### src/rtl/splitmix64_ranged_random_macros.svh
// assertion helpers for the ranged splitmix64 generator
// each expects clk and arst_n in the scope where it is used
`ifndef SPLITMIX64_RANGED_RANDOM_MACROS_SVH
`define SPLITMIX64_RANGED_RANDOM_MACROS_SVH

// same-cycle implication
`define SMR_ASSERT_NOW(label, ante, cons, msg) \
	label: assert property (@(posedge clk) disable iff (!arst_n) (ante) |-> (cons)) \
		else $error(msg);

// next-cycle implication
`define SMR_ASSERT_NEXT(label, ante, cons, msg) \
	label: assert property (@(posedge clk) disable iff (!arst_n) (ante) |=> (cons)) \
		else $error(msg);

`endif

### src/rtl/smr_pkg.sv
`default_nettype none

package smr_pkg;

	localparam int unsigned DATA_W = 64;
	localparam int unsigned HALF_W = DATA_W / 2;
	localparam int unsigned CNT_W  = $clog2(DATA_W + 1);
	localparam int unsigned CFG_IDX_W = 1;

	localparam logic [DATA_W-1:0] GOLDEN_INC = 64'h9E37_79B9_7F4A_7C15;
	localparam logic [DATA_W-1:0] MIX_MUL_A  = 64'hBF58_476D_1CE4_E5B9;
	localparam logic [DATA_W-1:0] MIX_MUL_B  = 64'h94D0_49BB_1331_11EB;
	localparam int unsigned MIX_SH_A = 30;
	localparam int unsigned MIX_SH_B = 27;
	localparam int unsigned MIX_SH_C = 31;

	localparam logic [CFG_IDX_W-1:0] CFG_SEED_WORD    = 1'd0;
	localparam logic [CFG_IDX_W-1:0] CFG_SEED_SQUARED = 1'd1;

	localparam logic [DATA_W-1:0] SEED_WORD_RESET    = 64'd1;
	localparam logic              SEED_SQUARED_RESET = 1'b1;

	// which 32x32 partial product of the 64-bit low product
	typedef enum logic [1:0] {
		PP_LL = 2'd0,
		PP_HL = 2'd1,
		PP_LH = 2'd2
	} pp_sel_t;

	typedef struct packed {
		logic    load;
		logic    mix_a;
		logic    mix_b;
		logic    pp_en;
		pp_sel_t pp_sel;
		logic    acc_en;
		logic    acc_first;
		logic    seed_load;
		logic    div1_init;
		logic    div2_init;
		logic    div_step;
		logic    out_load;
	} dp_cmd_t;

	typedef struct packed {
		logic reseed;
		logic div_last;
	} dp_status_t;

endpackage

`default_nettype wire

### src/rtl/smr_datapath.sv
`default_nettype none

module smr_datapath
	import smr_pkg::*;
(
	input  wire logic                 clk,
	input  wire logic                 arst_n,
	input  wire logic                 cfg_we,
	input  wire logic [CFG_IDX_W-1:0] cfg_index,
	input  wire logic [DATA_W-1:0]    cfg_data,
	input  wire logic                 reseed,
	input  wire logic                 wide,
	input  wire logic [DATA_W-1:0]    low_bound,
	input  wire logic [DATA_W-1:0]    high_bound,
	input  wire logic [DATA_W-1:0]    step,
	input  wire dp_cmd_t              cmd,
	output dp_status_t                status,
	output logic [DATA_W-1:0]         value,
	output logic [DATA_W-1:0]         state_now
);

	logic [DATA_W-1:0] seed_word_q;
	logic              seed_sq_q;
	logic [DATA_W-1:0] gen_state_q;

	logic              reseed_q;
	logic              wide_q;
	logic [DATA_W-1:0] lo_q;
	logic [DATA_W-1:0] hi_q;
	logic [DATA_W-1:0] step_q;

	logic [DATA_W-1:0] x_q;
	logic [DATA_W-1:0] y_q;
	logic [DATA_W-1:0] pp_q;
	logic              pp_hi_q;
	logic [DATA_W-1:0] acc_q;

	logic [DATA_W-1:0] dvd_q;
	logic [DATA_W-1:0] rem_q;
	logic [DATA_W-1:0] dvs_q;
	logic [CNT_W-1:0]  cnt_q;
	logic [DATA_W-1:0] t1_q;

	logic [DATA_W-1:0] value_q;
	logic [DATA_W-1:0] state_now_q;

	logic [HALF_W-1:0] mul_a;
	logic [HALF_W-1:0] mul_b;
	logic [DATA_W-1:0] pp_now;
	logic [DATA_W-1:0] pp_shifted;
	logic [DATA_W-1:0] t_mix;
	logic [DATA_W-1:0] span64;
	logic [HALF_W-1:0] span32;
	logic [HALF_W-1:0] step32;
	logic [DATA_W-1:0] step_eff;
	logic [DATA_W:0]   rem_sh;
	logic [DATA_W:0]   rem_sub;
	logic [DATA_W-1:0] t1_now;
	logic [DATA_W-1:0] diff;
	logic [DATA_W-1:0] res_wide;
	logic [HALF_W-1:0] res_narrow;
	logic [CNT_W-1:0]  iter_count;

	// configuration and generator state
	always_ff @(posedge clk or negedge arst_n) begin
		if (!arst_n) begin
			seed_word_q <= SEED_WORD_RESET;
			seed_sq_q   <= SEED_SQUARED_RESET;
			gen_state_q <= '0;
		end else begin
			if (cfg_we) begin
				case (cfg_index)
					CFG_SEED_WORD:    seed_word_q <= cfg_data;
					CFG_SEED_SQUARED: seed_sq_q   <= cfg_data[0];
					default: ;
				endcase
			end
			if (cmd.load && !reseed) begin
				gen_state_q <= gen_state_q + GOLDEN_INC;
			end else if (cmd.seed_load) begin
				gen_state_q <= seed_sq_q ? acc_q : seed_word_q;
			end
		end
	end

	// partial product operand selection
	always_comb begin
		case (cmd.pp_sel)
			PP_LL: begin
				mul_a = x_q[HALF_W-1:0];
				mul_b = y_q[HALF_W-1:0];
			end
			PP_HL: begin
				mul_a = x_q[DATA_W-1:HALF_W];
				mul_b = y_q[HALF_W-1:0];
			end
			PP_LH: begin
				mul_a = x_q[HALF_W-1:0];
				mul_b = y_q[DATA_W-1:HALF_W];
			end
			default: begin
				mul_a = '0;
				mul_b = '0;
			end
		endcase
	end

	// full 64-bit product of the two 32-bit operands
	assign pp_now     = DATA_W'(mul_a) * DATA_W'(mul_b);
	assign pp_shifted = pp_hi_q ? {pp_q[HALF_W-1:0], {HALF_W{1'b0}}} : pp_q;

	assign t_mix  = acc_q ^ (acc_q >> MIX_SH_C);
	assign span64 = hi_q - lo_q + {{(DATA_W-1){1'b0}}, 1'b1};
	assign span32 = hi_q[HALF_W-1:0] - lo_q[HALF_W-1:0] + {{(HALF_W-1){1'b0}}, 1'b1};
	assign step32 = step_q[HALF_W-1:0];

	always_comb begin
		if (wide_q) begin
			step_eff = (step_q == '0) ? {{(DATA_W-1){1'b0}}, 1'b1} : step_q;
		end else begin
			step_eff = (step32 == '0) ? {{(DATA_W-1){1'b0}}, 1'b1}
			                          : {{HALF_W{1'b0}}, step32};
		end
	end

	assign iter_count = wide_q ? CNT_W'(DATA_W) : CNT_W'(HALF_W);

	// restoring remainder step; a zero divisor leaves the dividend itself
	assign rem_sh  = {rem_q, dvd_q[DATA_W-1]};
	assign rem_sub = rem_sh - {1'b0, dvs_q};
	assign t1_now  = rem_q;

	assign diff       = t1_q - rem_q;
	assign res_wide   = lo_q + diff;
	assign res_narrow = lo_q[HALF_W-1:0] + diff[HALF_W-1:0];

	always_ff @(posedge clk) begin
		if (cmd.load) begin
			reseed_q <= reseed;
			wide_q   <= wide;
			lo_q     <= low_bound;
			hi_q     <= high_bound;
			step_q   <= step;
			x_q      <= reseed ? seed_word_q : gen_state_q;
			y_q      <= seed_word_q;
		end else if (cmd.mix_a) begin
			x_q <= x_q ^ (x_q >> MIX_SH_A);
			y_q <= MIX_MUL_A;
		end else if (cmd.mix_b) begin
			x_q <= acc_q ^ (acc_q >> MIX_SH_B);
			y_q <= MIX_MUL_B;
		end

		if (cmd.pp_en) begin
			pp_q    <= pp_now;
			pp_hi_q <= (cmd.pp_sel != PP_LL);
		end
		if (cmd.acc_en) begin
			acc_q <= cmd.acc_first ? pp_shifted : acc_q + pp_shifted;
		end

		if (cmd.div1_init) begin
			dvd_q <= wide_q ? t_mix : {t_mix[HALF_W-1:0], {HALF_W{1'b0}}};
			dvs_q <= wide_q ? span64 : {{HALF_W{1'b0}}, span32};
			rem_q <= '0;
			cnt_q <= iter_count;
		end else if (cmd.div2_init) begin
			t1_q  <= t1_now;
			dvd_q <= wide_q ? t1_now : {t1_now[HALF_W-1:0], {HALF_W{1'b0}}};
			dvs_q <= step_eff;
			rem_q <= '0;
			cnt_q <= iter_count;
		end else if (cmd.div_step) begin
			dvd_q <= {dvd_q[DATA_W-2:0], 1'b0};
			rem_q <= (rem_sh >= {1'b0, dvs_q}) ? rem_sub[DATA_W-1:0] : rem_sh[DATA_W-1:0];
			cnt_q <= cnt_q - {{(CNT_W-1){1'b0}}, 1'b1};
		end

		if (cmd.out_load) begin
			state_now_q <= gen_state_q;
			if (reseed_q) begin
				value_q <= '0;
			end else if (wide_q) begin
				value_q <= res_wide;
			end else begin
				value_q <= {{HALF_W{1'b0}}, res_narrow};
			end
		end
	end

	assign status.reseed   = reseed_q;
	assign status.div_last = (cnt_q == {{(CNT_W-1){1'b0}}, 1'b1});

	assign value     = value_q;
	assign state_now = state_now_q;

endmodule

`default_nettype wire

### src/rtl/smr_ctrl.sv
`default_nettype none

module smr_ctrl
	import smr_pkg::*;
(
	input  wire logic       clk,
	input  wire logic       arst_n,
	input  wire logic       in_valid,
	input  wire logic       out_stall,
	input  wire dp_status_t status,
	output dp_cmd_t         cmd,
	output logic            in_stall,
	output logic            out_valid
);

	typedef enum logic [11:0] {
		ST_IDLE  = 12'b0000_0000_0001,
		ST_SQ    = 12'b0000_0000_0010,
		ST_SEED  = 12'b0000_0000_0100,
		ST_MIXA  = 12'b0000_0000_1000,
		ST_MULA  = 12'b0000_0001_0000,
		ST_MIXB  = 12'b0000_0010_0000,
		ST_MULB  = 12'b0000_0100_0000,
		ST_DIV1I = 12'b0000_1000_0000,
		ST_DIV1  = 12'b0001_0000_0000,
		ST_DIV2I = 12'b0010_0000_0000,
		ST_DIV2  = 12'b0100_0000_0000,
		ST_DONE  = 12'b1000_0000_0000
	} ctrl_state_t;

	ctrl_state_t state_q;
	ctrl_state_t state_d;
	logic [1:0]  phase_q;
	logic [1:0]  phase_d;
	logic        out_valid_q;
	logic        accept;
	logic        out_free;
	pp_sel_t     sel_now;

	assign accept   = in_valid && (state_q == ST_IDLE);
	assign out_free = !out_valid_q || !out_stall;

	always_comb begin
		case (phase_q)
			2'd0:    sel_now = PP_LL;
			2'd1:    sel_now = PP_HL;
			default: sel_now = PP_LH;
		endcase
	end

	always_comb begin
		cmd     = '0;
		cmd.pp_sel = PP_LL;
		state_d = state_q;
		phase_d = phase_q;
		case (state_q)
			ST_IDLE: begin
				if (in_valid) begin
					cmd.load = 1'b1;
					phase_d  = 2'd0;
					state_d  = status.reseed ? ST_SQ : ST_MIXA;
				end
			end
			ST_SQ: begin
				cmd.pp_en     = (phase_q == 2'd0);
				cmd.acc_en    = (phase_q == 2'd1);
				cmd.acc_first = 1'b1;
				phase_d       = phase_q + 2'd1;
				if (phase_q == 2'd1) begin
					phase_d = 2'd0;
					state_d = ST_SEED;
				end
			end
			ST_SEED: begin
				cmd.seed_load = 1'b1;
				state_d       = ST_DONE;
			end
			ST_MIXA: begin
				cmd.mix_a = 1'b1;
				state_d   = ST_MULA;
			end
			ST_MULA, ST_MULB: begin
				cmd.pp_en     = (phase_q != 2'd3);
				cmd.pp_sel    = sel_now;
				cmd.acc_en    = (phase_q != 2'd0);
				cmd.acc_first = (phase_q == 2'd1);
				phase_d       = phase_q + 2'd1;
				if (phase_q == 2'd3) begin
					state_d = (state_q == ST_MULA) ? ST_MIXB : ST_DIV1I;
				end
			end
			ST_MIXB: begin
				cmd.mix_b = 1'b1;
				state_d   = ST_MULB;
			end
			ST_DIV1I: begin
				cmd.div1_init = 1'b1;
				state_d       = ST_DIV1;
			end
			ST_DIV1: begin
				cmd.div_step = 1'b1;
				if (status.div_last) begin
					state_d = ST_DIV2I;
				end
			end
			ST_DIV2I: begin
				cmd.div2_init = 1'b1;
				state_d       = ST_DIV2;
			end
			ST_DIV2: begin
				cmd.div_step = 1'b1;
				if (status.div_last) begin
					state_d = ST_DONE;
				end
			end
			ST_DONE: begin
				if (out_free) begin
					cmd.out_load = 1'b1;
					state_d      = ST_IDLE;
				end
			end
			default: begin
				state_d = ST_IDLE;
				phase_d = 2'd0;
			end
		endcase
	end

	always_ff @(posedge clk or negedge arst_n) begin
		if (!arst_n) begin
			state_q     <= ST_IDLE;
			phase_q     <= 2'd0;
			out_valid_q <= 1'b0;
		end else begin
			state_q <= state_d;
			phase_q <= phase_d;
			if (cmd.out_load) begin
				out_valid_q <= 1'b1;
			end else if (!out_stall) begin
				out_valid_q <= 1'b0;
			end
		end
	end

	assign in_stall  = !accept && (state_q != ST_IDLE);
	assign out_valid = out_valid_q;

endmodule

`default_nettype wire

### src/rtl/splitmix64_ranged_random.sv
// Ranged SplitMix64 generator. Each request either reseeds the generator
// (reseed high: state loaded from seed_word, squared from its low 32 bits when
// seed_squared is set; value returns 0) or draws one number: the state steps
// by the golden-ratio increment, the old state is mixed to 64 bits, truncated
// to 32 when wide is low, reduced modulo (high_bound - low_bound + 1), rounded
// down to a multiple of step and offset by low_bound, all wrapping at the
// working width. A span that wraps to zero keeps the draw whole; a zero step
// counts as one. Every request returns exactly one result with state_now, the
// state after the request. One request is in flight at a time. A draw runs
// two bit-serial remainder passes (one quotient bit a cycle, 64 or 32 each)
// and two mixing multiplies, each built from three 32x32 partial products on
// one shared multiplier. A new request is taken while the previous result
// still sits in the output register. Configuration writes must be made only
// while the block is idle; the block itself does not enforce this.
`default_nettype none
`include "splitmix64_ranged_random_macros.svh"

module splitmix64_ranged_random
	import smr_pkg::*;
(
	input  wire logic                 clk,
	input  wire logic                 arst_n,
	// configuration writes
	input  wire logic                 cfg_we,
	input  wire logic [CFG_IDX_W-1:0] cfg_index,
	input  wire logic [DATA_W-1:0]    cfg_data,
	// request channel
	input  wire logic                 in_valid,
	output logic                      in_stall,
	input  wire logic                 reseed,
	input  wire logic                 wide,
	input  wire logic [DATA_W-1:0]    low_bound,
	input  wire logic [DATA_W-1:0]    high_bound,
	input  wire logic [DATA_W-1:0]    step,
	// result channel
	output logic                      out_valid,
	input  wire logic                 out_stall,
	output logic [DATA_W-1:0]         value,
	output logic [DATA_W-1:0]         state_now
);

	// command and status between sequencer and datapath
	dp_cmd_t    cmd;
	dp_status_t status;
	dp_status_t ctrl_status;

	// the request type is needed as the request is taken, before it is registered
	assign ctrl_status.reseed   = (in_valid && !in_stall) ? reseed : status.reseed;
	assign ctrl_status.div_last = status.div_last;

	smr_ctrl u_ctrl (
		.clk       (clk),
		.arst_n    (arst_n),
		.in_valid  (in_valid),
		.out_stall (out_stall),
		.status    (ctrl_status),
		.cmd       (cmd),
		.in_stall  (in_stall),
		.out_valid (out_valid)
	);

	// holds the seed registers, generator state, multiplier and remainder unit
	smr_datapath u_datapath (
		.clk        (clk),
		.arst_n     (arst_n),
		.cfg_we     (cfg_we),
		.cfg_index  (cfg_index),
		.cfg_data   (cfg_data),
		.reseed     (reseed),
		.wide       (wide),
		.low_bound  (low_bound),
		.high_bound (high_bound),
		.step       (step),
		.cmd        (cmd),
		.status     (status),
		.value      (value),
		.state_now  (state_now)
	);

	// a taken request keeps the block busy on the following cycle
	`SMR_ASSERT_NEXT(a_busy_after_req, in_valid && !in_stall, in_stall, "idle right after a request")
	// a draw keeps the block busy into the first mixing multiply
	`SMR_ASSERT_NEXT(a_draw_long, in_valid && !in_stall && !reseed, ##2 in_stall, "draw ended early")
	// a fresh result appears only as the sequencer returns to idle
	`SMR_ASSERT_NOW(a_result_idle, $rose(out_valid), !in_stall, "result while still busy")

endmodule

`default_nettype wire

### config.mk
export PLATFORM = sky130hd
export DESIGN_NAME = splitmix64_ranged_random
export DESIGN_NICKNAME = d
export VERILOG_FILES = /design/src/rtl/smr_pkg.sv /design/src/rtl/smr_datapath.sv /design/src/rtl/smr_ctrl.sv /design/src/rtl/splitmix64_ranged_random.sv
export VERILOG_INCLUDE_DIRS = /design/src /design/src/rtl
export SDC_FILE = /design/constraint.sdc
export NUM_CORES = 2
export LEC_CHECK = 0
export ABC_AREA = 1
export BUFFER_PORTS_ARGS = -buffer_cell sky130_fd_sc_hd__buf_2
export CAP_MARGIN = 20
export CELL_PAD_IN_SITES_DETAIL_PLACEMENT = 2
export CELL_PAD_IN_SITES_GLOBAL_PLACEMENT = 2
export CORE_MARGIN = 1
export CORE_UTILIZATION = 38
export DETAILED_ROUTE_END_ITERATION = 10
export PLACE_DENSITY_LB_ADDON = 0.1
export REMOVE_ABC_BUFFERS = 1
export SYNTH_ARGS = -nofsm -noshare
export SYNTH_HDL_FRONTEND = slang
export SYNTH_SLANG_ARGS = --single-unit
### constraint.sdc
create_clock -name clk -period 10 [get_ports clk]
set_input_delay 2.5 -clock clk [delete_from_list [all_inputs] [get_ports clk]]
set_output_delay 2.5 -clock clk [all_outputs]
set_load 0.01 [all_outputs]
==> metrics.md <==
| Metric | Value |
|---|---|
| Avg WL per Cell | `33.3 um` |
| Starting Density | `0.383` |
| Nets | `16,300` |
| Die height | `528 um` |
| Ports | `394` |
| Maxcap violations | `0` |
| Crit path top cell by count | `fa_1` |
| Fin Clk Skew | `93.3 ps` |
| Slew @ Worst Pin | `1200 ps` |
| Routed vias/inst | `5.74` |
| Most frequent cells in the layout | `nand2_1, inv_1, nor2_1, fa_1, edfxtp_1` |
| Clock sink count | `986` |
| Share of the synthesized area in the top cell type | `0.222` |
| #FFs+latches synth | `986` |
| Synth unique cells | `63` |
| Clock Path Buffers | `3` |
| Seq/Total Area, Yosys | `0.268` |
| Average cell area after synthesis | `7.44 um^2` |
| Max Fanout on Critical Path | `18` |
| Number of synthesized flops with an enable pin | `778` |
| Worst setup EP type | `flip-flop` |
| Pre-antenna DRT Iters | `6` |
| CTS H-Tree Depth | `3` |
| Clock-pin slew on the worst setup and hold paths | `70 ps` |
| Antenna-violating nets left | `0` |
| Synth Flop Type | `edfxtp_1` |
| Total Neg Setup Slack | `0 ps` |
| Setup CP Type | `reg -> reg` |
| CTS tree | `yes` |
| Fraction of registers with async set/reset | `0.146` |
| Final GP Congestion | `1.04` |
| Clock buffer count from CTS | `117` |
| Largest net degree at the start of global routing | `88` |
| Synthesized area | `105,000 um^2` |
| Core area | `275,000 um^2` |
| Area Overhead vs Synth | `9.90%` |
| Ranking of synthesized cells by area | `edfxtp_1, fa_1, nand2_1` |
| Final Critical Period | `9730 ps` |
| Gr ovfl total | `0` |
| Critical Path RT | `10,480 ps` |
| Startpoint Class | `flip-flop` |
| Yosys top cell by area | `edfxtp_1` |
| # rows | `192` |
| Yosys warns | `0` |
| Final hold violations | `0` |
| Ratio of cells with drive above 1 in the final layout | `0.0643` |
| Max incr delay on CP | `770 ps` |
| Clock Latency Late Sink | `820 ps` |
| First-pass GRT wire length | `847 mm` |
| Post-route DRC violation count | `0` |
| PortBufs | `393` |
| Detailed Place HPWL | `505 mm` |
| Commonest non-fill, non-tap cell in the layout | `nand2_1` |
| Die width | `528 um` |
| Fin. max-slew vios | `0` |
| Slew headroom | `0.201` |
| RSZ-0062 raised after global routing | `no` |
| Status | `completed` |
| Max Freq | `103 MHz` |
| Crit path DAT | `10,210 ps` |
| 1st-iter DRT viols | `8,716` |
| Final period util | `0.973` |
| Setup-failing EPs final | `0` |
| GRT Util Overall | `0.428` |
| Via count | `105,000` |
| Min-delay worst type | `reg -> reg` |
| Die area | `279,000 um^2` |
| WL final | `608 mm` |
| Crit-path slowest cell | `o21ai_0` |
| Initial antenna violation count | `39` |
| Clock root buffer | `clkbuf_16` |
| Vias in the first global route | `115,000` |
| Syn Inst Count | `14,200` |
==> cells by family after synthesis <==
group,Yosys count,share of synthesized area
compound gates,1771,0.0940
xor+xnor,280,0.0233
fa+ha+maj,1549,0.248
buf+inv,3441,0.130
flops,986,0.268
mux,34,0.00468
simple gates,6091,0.232
==> stage by stage <==
step	util	instance area [um^2]	std cells	setup slack, ps	hold WS (ps)
2_1_floorplan	-	103000	13800	1470	425
3_3_place_gp	0.405	111000	18000	338	478
3_5_place_dp	0.406	111000	18000	181	470
4_1_cts	0.420	115000	18200	117	454
5_1_grt	0.421	116000	18200	28.3	471
6_report	0.421	116000	18300	265	468
==> what timing repair did <==
| item | CTS | global route |
|---|---|---|
| buffers inserted | 0 | 0 |
| setup endpoints to repair | 0 | 5 |
| gates resized for setup | 0 | 9 |
| hold buffers | 0 | 0 |
==> synth_stat cells, types with 141 or more instances <==
cell type and number:
dfrtp_1 141, clkbuf_1 149, xor2_1 142, inv_1 2942, a21oi_1 756, nand2_1 3957
nor2_1 1221, fa_1 901, edfxtp_1 778, o21ai_0 646, nand3_1 596, buf_2 166
ha_1 648
==> area by class of cell <==
type                    instances  area [um^2]
clock inverters                63          862
flip-flops and latches        986        28300
clock buffers                 153         3200
well taps                    3686         4610
fillers                     32000       159000
multi-input cells            9726        63500
diodes                         28         70.1
inverters                    3040        11400
repair buffers                580         3760
==> worst max-delay path: cells and delay by family, from the launching register on <==
kind                     cells  cell delay (ps)
AND/OR/NAND/NOR             11             2020
buffers and inverters       10             1670
adder cells (fa/ha/maj)     10             4500
flip-flops                   1              410
AO/OA/AOI/OAI                1              770
==> final timing paths <==
check,from,to,slack (ps),cells past startpoint
hold reg to reg,u_datapath.rem_q[6]$_SDFFE_PP0P_,u_datapath.t1_q[6]$_DFFE_PP_,470,0
max in group asynchronous,arst_n,u_datapath.seed_word_q[60]$_DFFE_PN0P_,6980,3
min in group asynchronous,arst_n,u_datapath.seed_word_q[47]$_DFFE_PN0P_,1810,1
setup / recovery,u_ctrl.phase_q[1]$_DFFE_PN0P_,u_datapath.pp_q[58]$_DFFE_PP_,270,32
setup reg to reg,u_ctrl.phase_q[1]$_DFFE_PN0P_,u_datapath.pp_q[58]$_DFFE_PP_,270,32
hold / removal,u_datapath.rem_q[6]$_SDFFE_PP0P_,u_datapath.t1_q[6]$_DFFE_PP_,470,0
==> per-layer routing <==
layer / GRT usage / vias to the layer above / share of wire
met5: 0 / - / 0.00011
met4: 0.347 / 10 / 0.096
met3: 0.0709 / 1671 / 0.068
met2: 0.711 / 4531 / 0.47
met1: 0.487 / 54000 / 0.37
li1: - / 44600 / -
Power is not shown: default switching activity piles up to over one toggle a cycle in this logic, so the estimate is an artifact.
